`src/rtl/lpfrx_pkg.sv`:
```
// Shared types and codes for the length-prefixed frame receive buffer.
`default_nettype none

package lpfrx_pkg;

   typedef enum logic [1:0] {
      REQ_RX_BYTE = 2'd0,
      REQ_READ    = 2'd1,
      REQ_FLUSH   = 2'd2
   } req_code_type;

   // Result fields known when the result is issued; data comes from the store.
   typedef struct packed {
      logic       status;
      logic [7:0] received_count;
      logic       data_valid;
      logic       last;
   } meta_type;

   typedef struct packed {
      logic       status;
      logic [7:0] received_count;
      logic       data_valid;
      logic [7:0] data_byte;
      logic       last;
   } rsp_item_type;

endpackage

`default_nettype wire

```
`src/rtl/lpfrx_mem.sv`:
```
// Payload store: one write port, one registered read port, per-entry valid bits.
`default_nettype none

module lpfrx_mem #(
   parameter int BUF_DEPTH = 64,
   localparam int PW = $clog2(BUF_DEPTH)
) (
   input  wire logic          clock,
   input  wire logic          reset,
   input  wire logic          wr_en,
   input  wire logic [PW-1:0] wr_addr,
   input  wire logic [7:0]    wr_data,
   input  wire logic          rd_en,
   input  wire logic [PW-1:0] rd_addr,
   output logic      [7:0]    rd_data
);

   logic [7:0]           mem [BUF_DEPTH];
   logic [BUF_DEPTH-1:0] valid_ff;
   logic [7:0]           rd_data_ff;

   // never-written entries read as zero
   always_ff @(posedge clock) begin
      if (reset) begin
         valid_ff <= '0;
      end else if (wr_en) begin
         valid_ff[wr_addr] <= 1'b1;
      end
   end

   always_ff @(posedge clock) begin
      if (wr_en) begin
         mem[wr_addr] <= wr_data;
      end
      if (rd_en) begin
         rd_data_ff <= valid_ff[rd_addr] ? mem[rd_addr] : 8'h00;
      end
   end

   assign rd_data = rd_data_ff;

endmodule

`default_nettype wire

```
`src/rtl/lpfrx_ctrl.sv`:
```
// Frame bookkeeping and read sequencer: parses headers, writes payload, issues reads.
`default_nettype none

module lpfrx_ctrl #(
   parameter int BUF_DEPTH = 64,
   localparam int PW = $clog2(BUF_DEPTH)
) (
   input  wire logic                     clock,
   input  wire logic                     reset,
   input  wire logic                     req_valid,
   output logic                          req_ready,
   input  wire logic [1:0]               req_type,
   input  wire logic [7:0]               req_rx_byte,
   input  wire logic [7:0]               req_read_size,
   input  wire logic                     room,
   output logic                          wr_en,
   output logic      [PW-1:0]            wr_addr,
   output logic      [7:0]               wr_data,
   output logic                          rd_en,
   output logic      [PW-1:0]            rd_addr,
   output logic                          meta_valid,
   output lpfrx_pkg::meta_type           meta
);

   typedef enum logic {ST_IDLE, ST_DELIVER} state_type;

   state_type           state_ff, state_in;
   logic [PW-1:0]       wr_ptr_ff, wr_ptr_in;
   logic [PW-1:0]       rd_ptr_ff, rd_ptr_in;
   logic [7:0]          left_ff, left_in;
   logic                in_payload_ff, in_payload_in;
   logic [7:0]          avail_ff, avail_in;
   logic                frame_ready_ff, frame_ready_in;
   logic [7:0]          remain_ff, remain_in;
   logic [7:0]          size_ff, size_in;
   logic                meta_valid_ff, meta_valid_in;
   lpfrx_pkg::meta_type meta_ff, meta_in;

   logic          accept;
   logic          size_ok;
   logic [PW-1:0] wr_ptr_inc;
   logic [PW-1:0] rd_ptr_inc;

   assign req_ready = (state_ff == ST_IDLE) && room;
   assign accept    = req_valid && req_ready;
   assign size_ok   = (req_read_size != 8'd0) && (req_read_size <= 8'(BUF_DEPTH));

   assign wr_ptr_inc = (wr_ptr_ff == PW'(BUF_DEPTH - 1)) ? '0 : wr_ptr_ff + 1'b1;
   assign rd_ptr_inc = (rd_ptr_ff == PW'(BUF_DEPTH - 1)) ? '0 : rd_ptr_ff + 1'b1;

   assign wr_addr = wr_ptr_ff;
   assign wr_data = req_rx_byte;
   assign rd_addr = rd_ptr_ff;

   always_comb begin
      state_in       = state_ff;
      wr_ptr_in      = wr_ptr_ff;
      rd_ptr_in      = rd_ptr_ff;
      left_in        = left_ff;
      in_payload_in  = in_payload_ff;
      avail_in       = avail_ff;
      frame_ready_in = frame_ready_ff;
      remain_in      = remain_ff;
      size_in        = size_ff;
      meta_valid_in  = 1'b0;
      meta_in        = '0;
      wr_en          = 1'b0;
      rd_en          = 1'b0;

      unique case (state_ff)
         ST_IDLE: begin
            if (accept) begin
               case (lpfrx_pkg::req_code_type'(req_type))
                  lpfrx_pkg::REQ_RX_BYTE: begin
                     if (!in_payload_ff) begin
                        if (req_rx_byte != 8'd0) begin
                           avail_in      = req_rx_byte;
                           left_in       = req_rx_byte;
                           in_payload_in = 1'b1;
                        end
                     end else begin
                        wr_en     = 1'b1;
                        wr_ptr_in = wr_ptr_inc;
                        left_in   = left_ff - 8'd1;
                        if (left_ff == 8'd1) begin
                           in_payload_in  = 1'b0;
                           frame_ready_in = 1'b1;
                        end
                     end
                  end
                  lpfrx_pkg::REQ_READ: begin
                     meta_valid_in = 1'b1;
                     if (!size_ok) begin
                        meta_in = '{status: 1'b1, received_count: 8'd0,
                                    data_valid: 1'b0, last: 1'b1};
                     end else if (!frame_ready_ff) begin
                        meta_in = '{status: 1'b0, received_count: 8'd0,
                                    data_valid: 1'b0, last: 1'b1};
                     end else if (avail_ff < req_read_size) begin
                        meta_in = '{status: 1'b0, received_count: avail_ff,
                                    data_valid: 1'b0, last: 1'b1};
                     end else begin
                        // first byte goes out now, the rest in ST_DELIVER
                        avail_in = avail_ff - req_read_size;
                        if (avail_ff == req_read_size) begin
                           frame_ready_in = 1'b0;
                        end
                        rd_en     = 1'b1;
                        rd_ptr_in = rd_ptr_inc;
                        meta_in   = '{status: 1'b0, received_count: req_read_size,
                                      data_valid: 1'b1,
                                      last: (req_read_size == 8'd1)};
                        remain_in = req_read_size - 8'd1;
                        size_in   = req_read_size;
                        if (req_read_size != 8'd1) begin
                           state_in = ST_DELIVER;
                        end
                     end
                  end
                  lpfrx_pkg::REQ_FLUSH: begin
                     wr_ptr_in      = '0;
                     rd_ptr_in      = '0;
                     left_in        = 8'd0;
                     in_payload_in  = 1'b0;
                     avail_in       = 8'd0;
                     frame_ready_in = 1'b0;
                  end
                  default: begin
                  end
               endcase
            end
         end
         ST_DELIVER: begin
            if (room) begin
               rd_en         = 1'b1;
               rd_ptr_in     = rd_ptr_inc;
               meta_valid_in = 1'b1;
               meta_in       = '{status: 1'b0, received_count: size_ff,
                                 data_valid: 1'b1, last: (remain_ff == 8'd1)};
               remain_in     = remain_ff - 8'd1;
               if (remain_ff == 8'd1) begin
                  state_in = ST_IDLE;
               end
            end
         end
         default: begin
            state_in = ST_IDLE;
         end
      endcase
   end

   always_ff @(posedge clock) begin
      if (reset) begin
         state_ff       <= ST_IDLE;
         wr_ptr_ff      <= '0;
         rd_ptr_ff      <= '0;
         left_ff        <= 8'd0;
         in_payload_ff  <= 1'b0;
         avail_ff       <= 8'd0;
         frame_ready_ff <= 1'b0;
         remain_ff      <= 8'd0;
         size_ff        <= 8'd0;
         meta_valid_ff  <= 1'b0;
      end else begin
         state_ff       <= state_in;
         wr_ptr_ff      <= wr_ptr_in;
         rd_ptr_ff      <= rd_ptr_in;
         left_ff        <= left_in;
         in_payload_ff  <= in_payload_in;
         avail_ff       <= avail_in;
         frame_ready_ff <= frame_ready_in;
         remain_ff      <= remain_in;
         size_ff        <= size_in;
         meta_valid_ff  <= meta_valid_in;
      end
      meta_ff <= meta_in;
   end

   assign meta_valid = meta_valid_ff;
   assign meta       = meta_ff;

endmodule

`default_nettype wire

```
`src/rtl/lpfrx_outq.sv`:
```
// Two-entry result queue; merges store data into issued results.
`default_nettype none

module lpfrx_outq (
   input  wire logic                     clock,
   input  wire logic                     reset,
   input  wire logic                     push,
   input  wire lpfrx_pkg::meta_type      meta,
   input  wire logic [7:0]               rd_data,
   output logic                          room,
   output logic                          rsp_valid,
   input  wire logic                     rsp_ready,
   output lpfrx_pkg::rsp_item_type       item
);

   lpfrx_pkg::rsp_item_type entry_ff [2];
   lpfrx_pkg::rsp_item_type push_item;
   logic                    wr_idx_ff, wr_idx_in;
   logic                    rd_idx_ff, rd_idx_in;
   logic [1:0]              count_ff, count_in;
   logic                    pop;

   assign pop = rsp_valid && rsp_ready;

   always_comb begin
      push_item.status         = meta.status;
      push_item.received_count = meta.received_count;
      push_item.data_valid     = meta.data_valid;
      push_item.data_byte      = meta.data_valid ? rd_data : 8'h00;
      push_item.last           = meta.last;
   end

   assign wr_idx_in = push ? ~wr_idx_ff : wr_idx_ff;
   assign rd_idx_in = pop ? ~rd_idx_ff : rd_idx_ff;
   assign count_in  = count_ff + {1'b0, push} - {1'b0, pop};

   // room: an item issued this cycle still fits when it lands next cycle
   assign room      = (count_in != 2'd2);
   assign rsp_valid = (count_ff != 2'd0);
   assign item      = entry_ff[rd_idx_ff];

   always_ff @(posedge clock) begin
      if (reset) begin
         wr_idx_ff <= 1'b0;
         rd_idx_ff <= 1'b0;
         count_ff  <= 2'd0;
      end else begin
         wr_idx_ff <= wr_idx_in;
         rd_idx_ff <= rd_idx_in;
         count_ff  <= count_in;
      end
      if (push) begin
         entry_ff[wr_idx_ff] <= push_item;
      end
   end

endmodule

`default_nettype wire

```
`src/rtl/length_prefixed_frame_rx_buffer.sv`:
```
// Path: a read request's first result is registered in the sequencer, then in the
//   result queue, before it shows on rsp_. A read streams one byte per cycle while
//   the queue has room, set by the single read port; no request is taken meanwhile.
// Reset (synchronous): clears pointers, counts, flags, result queue and store valid
//   bits, so the store reads as zeros until written; no clearing pass is needed.
`default_nettype none

module length_prefixed_frame_rx_buffer #(
   parameter int BUF_DEPTH = 64
) (
   input  wire logic       clock,
   input  wire logic       reset,
   // request channel
   input  wire logic       req_valid,
   output logic            req_ready,
   input  wire logic [1:0] req_type,
   input  wire logic [7:0] req_rx_byte,
   input  wire logic [7:0] req_read_size,
   // result channel
   output logic            rsp_valid,
   input  wire logic       rsp_ready,
   output logic            rsp_status,
   output logic [7:0]      rsp_received_count,
   output logic            rsp_data_valid,
   output logic [7:0]      rsp_data_byte,
   output logic            rsp_last
);

   localparam int PW = $clog2(BUF_DEPTH);

   // store ports
   logic          wr_en;
   logic [PW-1:0] wr_addr;
   logic [7:0]    wr_data;
   logic          rd_en;
   logic [PW-1:0] rd_addr;
   logic [7:0]    rd_data;

   // issued result heading into the queue; its data arrives from the store
   // in the same cycle, the cycle after the read was issued
   logic                    meta_valid;
   lpfrx_pkg::meta_type     meta;
   logic                    room;
   lpfrx_pkg::rsp_item_type item;

   // Sequencer: takes one request at a time. Received bytes either load a nonzero frame
   // length or are written to the store; a read either answers with a single status item
   // or streams N bytes out of the store; a flush clears pointers and counts.
   lpfrx_ctrl #(
      .BUF_DEPTH (BUF_DEPTH)
   ) u_ctrl (
      .clock         (clock),
      .reset         (reset),
      .req_valid     (req_valid),
      .req_ready     (req_ready),
      .req_type      (req_type),
      .req_rx_byte   (req_rx_byte),
      .req_read_size (req_read_size),
      .room          (room),
      .wr_en         (wr_en),
      .wr_addr       (wr_addr),
      .wr_data       (wr_data),
      .rd_en         (rd_en),
      .rd_addr       (rd_addr),
      .meta_valid    (meta_valid),
      .meta          (meta)
   );

   // Circular payload store with a registered read port.
   lpfrx_mem #(
      .BUF_DEPTH (BUF_DEPTH)
   ) u_mem (
      .clock   (clock),
      .reset   (reset),
      .wr_en   (wr_en),
      .wr_addr (wr_addr),
      .wr_data (wr_data),
      .rd_en   (rd_en),
      .rd_addr (rd_addr),
      .rd_data (rd_data)
   );

   // Result queue: decouples rsp_ready from the sequencer, so a waiting
   // result does not block the next request, and keeps bytes streaming at
   // one per cycle while the consumer keeps up.
   lpfrx_outq u_outq (
      .clock     (clock),
      .reset     (reset),
      .push      (meta_valid),
      .meta      (meta),
      .rd_data   (rd_data),
      .room      (room),
      .rsp_valid (rsp_valid),
      .rsp_ready (rsp_ready),
      .item      (item)
   );

   assign rsp_status         = item.status;
   assign rsp_received_count = item.received_count;
   assign rsp_data_valid     = item.data_valid;
   assign rsp_data_byte      = item.data_byte;
   assign rsp_last           = item.last;

endmodule

`default_nettype wire

```
`config.mk`:
```
export PLATFORM = sky130hd
export DESIGN_NAME = length_prefixed_frame_rx_buffer
export DESIGN_NICKNAME = d
export VERILOG_FILES = /design/src/rtl/lpfrx_pkg.sv /design/src/rtl/lpfrx_mem.sv /design/src/rtl/lpfrx_ctrl.sv /design/src/rtl/lpfrx_outq.sv /design/src/rtl/length_prefixed_frame_rx_buffer.sv
export SDC_FILE = /design/constraint.sdc
export NUM_CORES = 1
export LEC_CHECK = 0
export ABC_AREA = 1
export BUFFER_PORTS_ARGS = -buffer_cell sky130_fd_sc_hd__buf_2
export CAP_MARGIN = 20
export CORE_MARGIN = 4
export CORE_UTILIZATION = 40
export DETAILED_ROUTE_END_ITERATION = 8
export SLEW_MARGIN = 20
export SYNTH_ARGS = -nofsm -noshare
export SYNTH_HDL_FRONTEND = slang
export SYNTH_HIERARCHICAL = 1
export SYNTH_SLANG_ARGS = --single-unit
```
`constraint.sdc`:
```
create_clock -name clock -period 4 [get_ports clock]
set_input_delay 0.4 -clock clock [delete_from_list [all_inputs] [get_ports clock]]
set_output_delay 0.4 -clock clock [all_outputs]
set_load 0.005 [all_outputs]
```
# == Word-level counts from Yosys, hierarchy flattened ==
# Memories as Yosys holds them, arrays and structs flattened. A register that Yosys moved wholly into a read port is not among the register bits.
# Index checks and enable logic that the tools add are counted.
# word_totals
input_bits,22
ff_bits,127
output_inout_bits,21
ram_bits,550
memories,2
# op_classes
reduce_logical,20
mux,78
n_bitwise,5
n_eq_ne,28
n_addsub,8
n_lt_le_gt_ge,5
# mem_list
name,words,word_bits,rd,rd_ports_with_merged_regs,write_ports,line_no,rtl
u_mem.mem,64,8,1,1,1,lpfrx_mem.sv:18,logic [7:0] mem [BUF_DEPTH];
u_outq.entry_ff,2,19,1,1,1,lpfrx_outq.sv:16,lpfrx_pkg::rsp_item_type entry_ff [2];
# ops
operator,count
8-bit 2-to-1 mux,13
64-bit bitwise OR,1
6-bit 2-to-1 mux,8
11-bit 2-to-1 mux,4
1-bit 2-to-1 mux,37
6-bit one-hot mux with 2 select lines,3
8-bit one-hot mux with 2 select lines,2
8-bit by 1-bit == test with 1-bit output (second input constant),3
8-bit one-hot mux with 3 select lines,1
6-bit AND reduction,4
8-bit by 1-bit subtractor with 8-bit output (second input constant),3
11-bit one-hot mux with 2 select lines,1
10-bit 2-to-1 mux,2
2-bit by 1-bit != test with 1-bit output (second input constant),9
8-bit nonzero test,2
6-bit by 7-bit less-than comparator with 1-bit output (second input constant),2
6-bit by 1-bit adder with 6-bit output (second input constant),2
6-bit == test (second input constant),2
2-bit != test (second input constant),5
8-bit == test,1
8-bit by 7-bit <= comparator with 1-bit output (second input constant),1
8-bit less-than comparator,1
8-bit by 1-bit != test with 1-bit output (second input constant),1
1-bit one-hot mux with 2 select lines,4
other kinds (21),32

# == Longest topological paths before layout ==
# depth
word_depth,10
ltp_mapped,22
depth_no_buf,22

# == Hierarchy ==
# The synthesis kept the hierarchy.
# by_module_without_submodules
module,n_inst,cells_each,area_each_um2
lpfrx_mem,1,2186,23865.4
lpfrx_ctrl,1,596,3854.9
lpfrx_outq,1,114,1734.2

# == Worst setup path after synthesis ==
# No wires, ideal clock.
# synth_path
path_type,input to register
startpoint,input port rsp_ready
endpoint,memory u_mem.mem[12][0] (enable)
t_arrival_ns,2.488
stages,19
path_buffers,0
slack_ns,1.138
cell_sequence,inv_1 -> nor2_1 -> ha_1 -> inv_1 -> ha_1 -> inv_1 -> nand2_1 -> nand3_1 -> nand3_1 -> inv_1 -> nor2_4 -> nand2_4 -> nor2_1 -> inv_1 -> nor2_1 -> inv_1 -> nor2_1 -> inv_1 -> nor2_1
# synth_between
elab_chain_len,9
# synth_rtl
item,line_no,rtl
from (decl),length_prefixed_frame_rx_buffer.sv:21,"input wire logic rsp_ready,"
1-bit logical AND,lpfrx_outq.sv:23,assign pop = rsp_valid && rsp_ready;
via u_outq.pop,lpfrx_outq.sv:21,logic pop;
2-bit by 1-bit subtractor with 2-bit output,lpfrx_outq.sv:35,"assign count_in = count_ff + {1'b0, push} - {1'b0, pop};"
2-bit != test,lpfrx_outq.sv:38,assign room = (count_in != 2'd2);
via room,length_prefixed_frame_rx_buffer.sv:43,logic room;
1-bit logical AND,lpfrx_ctrl.sv:44,assign req_ready = (state_ff == ST_IDLE) && room;
via req_ready,length_prefixed_frame_rx_buffer.sv:15,"output logic req_ready,"
1-bit logical AND,lpfrx_ctrl.sv:45,assign accept = req_valid && req_ready;
1-bit 2-to-1 mux,lpfrx_ctrl.sv:72,if (accept) begin
1-bit 2-to-1 mux,lpfrx_ctrl.sv:70,unique case (state_ff)
via wr_en,length_prefixed_frame_rx_buffer.sv:32,logic wr_en;
1-bit 2-to-1 mux,lpfrx_mem.sv:32,if (wr_en) begin
1-bit 2-to-1 mux (implied by the code),lpfrx_mem.sv:33,mem[wr_addr] <= wr_data;
to (decl),lpfrx_mem.sv:18,
# The timed path passes the listed nets, and every way through them passes these cells.

# == Worst setup path in the final report ==
# layout_path
startpoint,register u_outq.count_ff[1]
endpoint,memory u_mem.mem[28][3] (enable)
# layout_between
elab_chain_len,10
# layout_rtl
item,line_no,rtl
from (decl),lpfrx_outq.sv:20,"logic [1:0] count_ff, count_in;"
from (signal assigned),lpfrx_outq.sv:50,count_ff <= count_in;
2-bit nonzero test,lpfrx_outq.sv:39,assign rsp_valid = (count_ff != 2'd0);
1-bit logical AND,lpfrx_outq.sv:23,
via u_outq.pop,lpfrx_outq.sv:21,
2-bit by 1-bit subtractor with 2-bit output,lpfrx_outq.sv:35,
2-bit != test,lpfrx_outq.sv:38,
via room,length_prefixed_frame_rx_buffer.sv:43,
1-bit logical AND,lpfrx_ctrl.sv:44,
1-bit logical AND,lpfrx_ctrl.sv:45,
1-bit 2-to-1 mux,lpfrx_ctrl.sv:72,
1-bit 2-to-1 mux,lpfrx_ctrl.sv:70,
via wr_en,length_prefixed_frame_rx_buffer.sv:32,
1-bit 2-to-1 mux,lpfrx_mem.sv:32,
1-bit 2-to-1 mux (implied by the code),lpfrx_mem.sv:33,
# The timed path passes the listed nets, and every way through them passes these cells.

==> impl_results.md <==
* Leakage at 12.3 nW
* Vias in the first global route at 20303
* CP max FO at 8
* Number of CTS-inserted buffers at 68
* Slew Viols, Final at 0
* Multi-input logic area at 8670 µm²
* Gr ovfl total at 0
* I/O Buffers at 42
* Cell Area, Synth at 29500 µm²
* Arrival @ worst endpoint at 3.64 ns
* Kind of critical path: flip-flop to flip-flop
* Yosys top cell by area: edfxtp_1
* Synth-to-Final Area Change at 11.5%
* Die height at 279 µm
* PD cells at 489 nW/µm²
* Critical path startpoint category: flip-flop
* Total wire length at 77.0 mm
* Largest net degree at the start of global routing at 115
* Initial DRT Pass Iterations at 6
* Tightest Pin Transition at 1.05 ns
* Dpl cells at 3840
* CTS resizes at 0
* Max IR drop VDD at 0.233 mV
* Die width at 279 µm
* Core area at 73000 µm²
* Critical R2R Launch: u_outq/count_ff[1]
* Layout cells sized above 1 at 10.0%
* Tcrit/Tclk final at 83.0%
* Post-DP Area at 30700 µm²
* R2r endpoint: u_mem/mem[28][3]
* Area share of the largest cell type after synthesis at 56.9%
* CTS clk-pin slew, worst paths at 0.07 ns
* Post-Syn Instances at 2896
* Initial antenna violation count at 0
* FFs w/ async S/R, synth at 0%
* Vias at 20795
* I/O pin count at 43
* Crit path to: u_mem/mem[28][3]
* Maximum root-to-sink buffer count at 3
* DIE AREA at 78000 µm²
* Critical Path, Cell by Cell: nor2_1, nor2_1, ha_1, inv_1, ha_1, inv_1, nand2_1, nand3_1, nand3_1, inv_1, nor2_4, nand2_4, nor2_1, inv_1, nor2_1, inv_1, nor2_1, inv_1, nor2_1, buf_4
* Fillers at 6633
* Leading cell type in the layout, fill and taps excluded: nand2_1
* Reg area at 19300 µm²
* Final Hold Fails at 0
* MaxCap Viol Count at 0
* Crit. End Element: flip-flop
* Most used DFF post-synth: edfxtp_1
* Worst min path class: input port to flip-flop
* Netlist cell types at 45
* Htree depth at 3
* Post-DP HPWL at 47.0 mm
* Max-slew headroom at 30.0%
* Placer Congestion at 0.893
* Setup TNS at 0 ns
* Reg2reg setup slack at 0.68 ns
* Top cells by area, synth: edfxtp_1 (57%), nand2_1 (11%), nand3_1 (8.9%)
* Clock tree root driver cell: clkbuf_16
* Syn_nets at 2942
* Antenna fix cells at 0
* Leading cell types in the layout, fill and taps excluded: nand2_1 (896), edfxtp_1 (558), nand3_1 (521)
* Postcts setup bufs at 0
* Worst stage delay on the critical path at 0.36 ns
* Fin crit period at 3.32 ns
* TritonCTS clock tree: yes
* Post-DRT Antenna Nets at 0
* FP Rows at 99
* Post-Syn Area per Cell at 10.2 µm²
* First-pass GRT wire length at 118 mm
* Clock Latency Late Sink at 0.62 ns
* GRT Overall Usage at 19.6%
* RSZ-0062 raised after global routing: false
* Number of synthesized flops with an enable pin at 558
* Vias per Instance at 5.24
* DRC Markers at 0
* Post-CTS Hold Fix Bufs at 0
* Fmax at 0.301 GHz
* Routed WL per cell at 19.4 µm
* Crit path from: u_outq/count_ff[1]
* Hold slack at 0.0715 ns
* Starting Density at 40.4%
* Final setup viols at 0
* Initial DRC count at 2146
* Yosys warnings at 6
* Run status: finished, final reports clean
* Non-filler cells, final at 3966
* NumNets Final at 2998
* Number of synthesized register bits at 686
* R2R depth at 20
* Critical-path top delay cell: inv_1
* Design Area, Final at 32800 µm²
* Layout Skew at 0.0288 ns
* Seq/Total Area, Yosys at 65.6%
* WP data required at 4.32 ns
* Clock sinks at 686
per-stage QoR:
step	util [%]	power, mW	worst slack [ns]
final	45.0	16.1	0.679
after global routing	45.0	16.8	0.367
after CTS	45.0	16.2	0.688
after detailed placement	42.0	10.0	0.537
after global placement	42.0	10.0	0.496
after floorplan	-	9.47	1.14
final cells by class:
type | count | share of cell area (%)
sequential | 686 | 58.8
timing repair buffer | 137 | 3.05
clock buffer | 89 | 5.67
tap | 959 | 3.65
inverter | 127 | 1.50
multi-input combinational | 1932 | 26.4
clock inverter | 36 | 0.884
where the power goes:
group | leakage [nW] | total [mW] | internal [mW] | switching, mW
sequential | 6.06 | 7.88 | 7.78 | 0.100
combinational | 5.19 | 2.04 | 0.617 | 1.43
clock | 1.05 | 6.16 | 3.46 | 2.70
how the worst min path moves through the flow:
stage	cells after the start	from	to	slack (ns)
floorplan	0	u_ctrl/meta[0]	u_outq/entry_ff[0][0]	0.40
global placement	0	u_ctrl/meta[0]	u_outq/entry_ff[0][0]	0.41
detailed placement	0	u_ctrl/meta[10]	u_outq/entry_ff[1][18]	0.42
CTS	3	req_read_size[1]	u_ctrl/size_ff[1]	0.04
global route	3	req_read_size[1]	u_ctrl/size_ff[1]	0.08
finish	3	req_read_size[1]	u_ctrl/size_ff[1]	0.07
metal layers:
| layer | global-route usage [%] | wire length, µm | share of wire (%) | vias up |
|---|---|---|---|---|
| li1 | - | - | - | 9901 |
| met1 | 25.9 | 31900 | 41 | 10005 |
| met2 | 32.8 | 36900 | 48 | 758 |
| met3 | 2.97 | 5560 | 7.2 | 131 |
| met4 | 7.15 | 2600 | 3.4 | 0 |
| met5 | 0 | 0 | 0 | - |
cell usage after synthesis, types with 13 or more instances:
cell / instances
a21oi_1: 32
buf_1: 14
buf_2: 41
buf_4: 32
buf_6: 29
clkbuf_1: 34
dfxtp_1: 128
edfxtp_1: 558
ha_1: 23
inv_1: 111
nand2_1: 896
nand3_1: 521
nand4_1: 13
nor2_1: 308
nor3_1: 15
o21ai_0: 49
cells by family after synthesis:
kind of cell    after synthesis  share of synthesized area (%)
flops                       686                           65.6
fa+ha+maj                    24                           1.05
simple gates               1776                           25.4
xor+xnor                      6                          0.178
mux                          19                          0.854
buf+inv                     278                           4.97
compound gates              107                           1.99
worst max-delay path: cells and delay by family, from the launching register on:
kind,cells,cell delay (ns)
buffers and inverters,7,0.89
DFF,1,0.34
and+or+nand+nor,11,1.39
adders and majority gates,2,0.40
flip-flops by register name, indices dropped and copies added (netlist names), named ones only:
register and cells:
u_mem/mem 512, u_ctrl/avail_ff 8, u_outq/wr_idx_ff 1, u_ctrl/state_ff 1, u_mem/valid_ff 64, u_ctrl/meta_valid 1
u_ctrl/size_ff 8, u_ctrl/left_ff 8, u_ctrl/rd_addr 6, u_ctrl/wr_addr 6, u_ctrl/remain_ff 8, u_outq/entry_ff 38
u_ctrl/in_payload_ff 1, u_outq/rd_idx_ff 1, u_outq/count_ff 2, u_ctrl/meta 11, u_mem/rd_data 8, u_ctrl/frame_ready_ff 1
(Power assumes the default switching activity.)
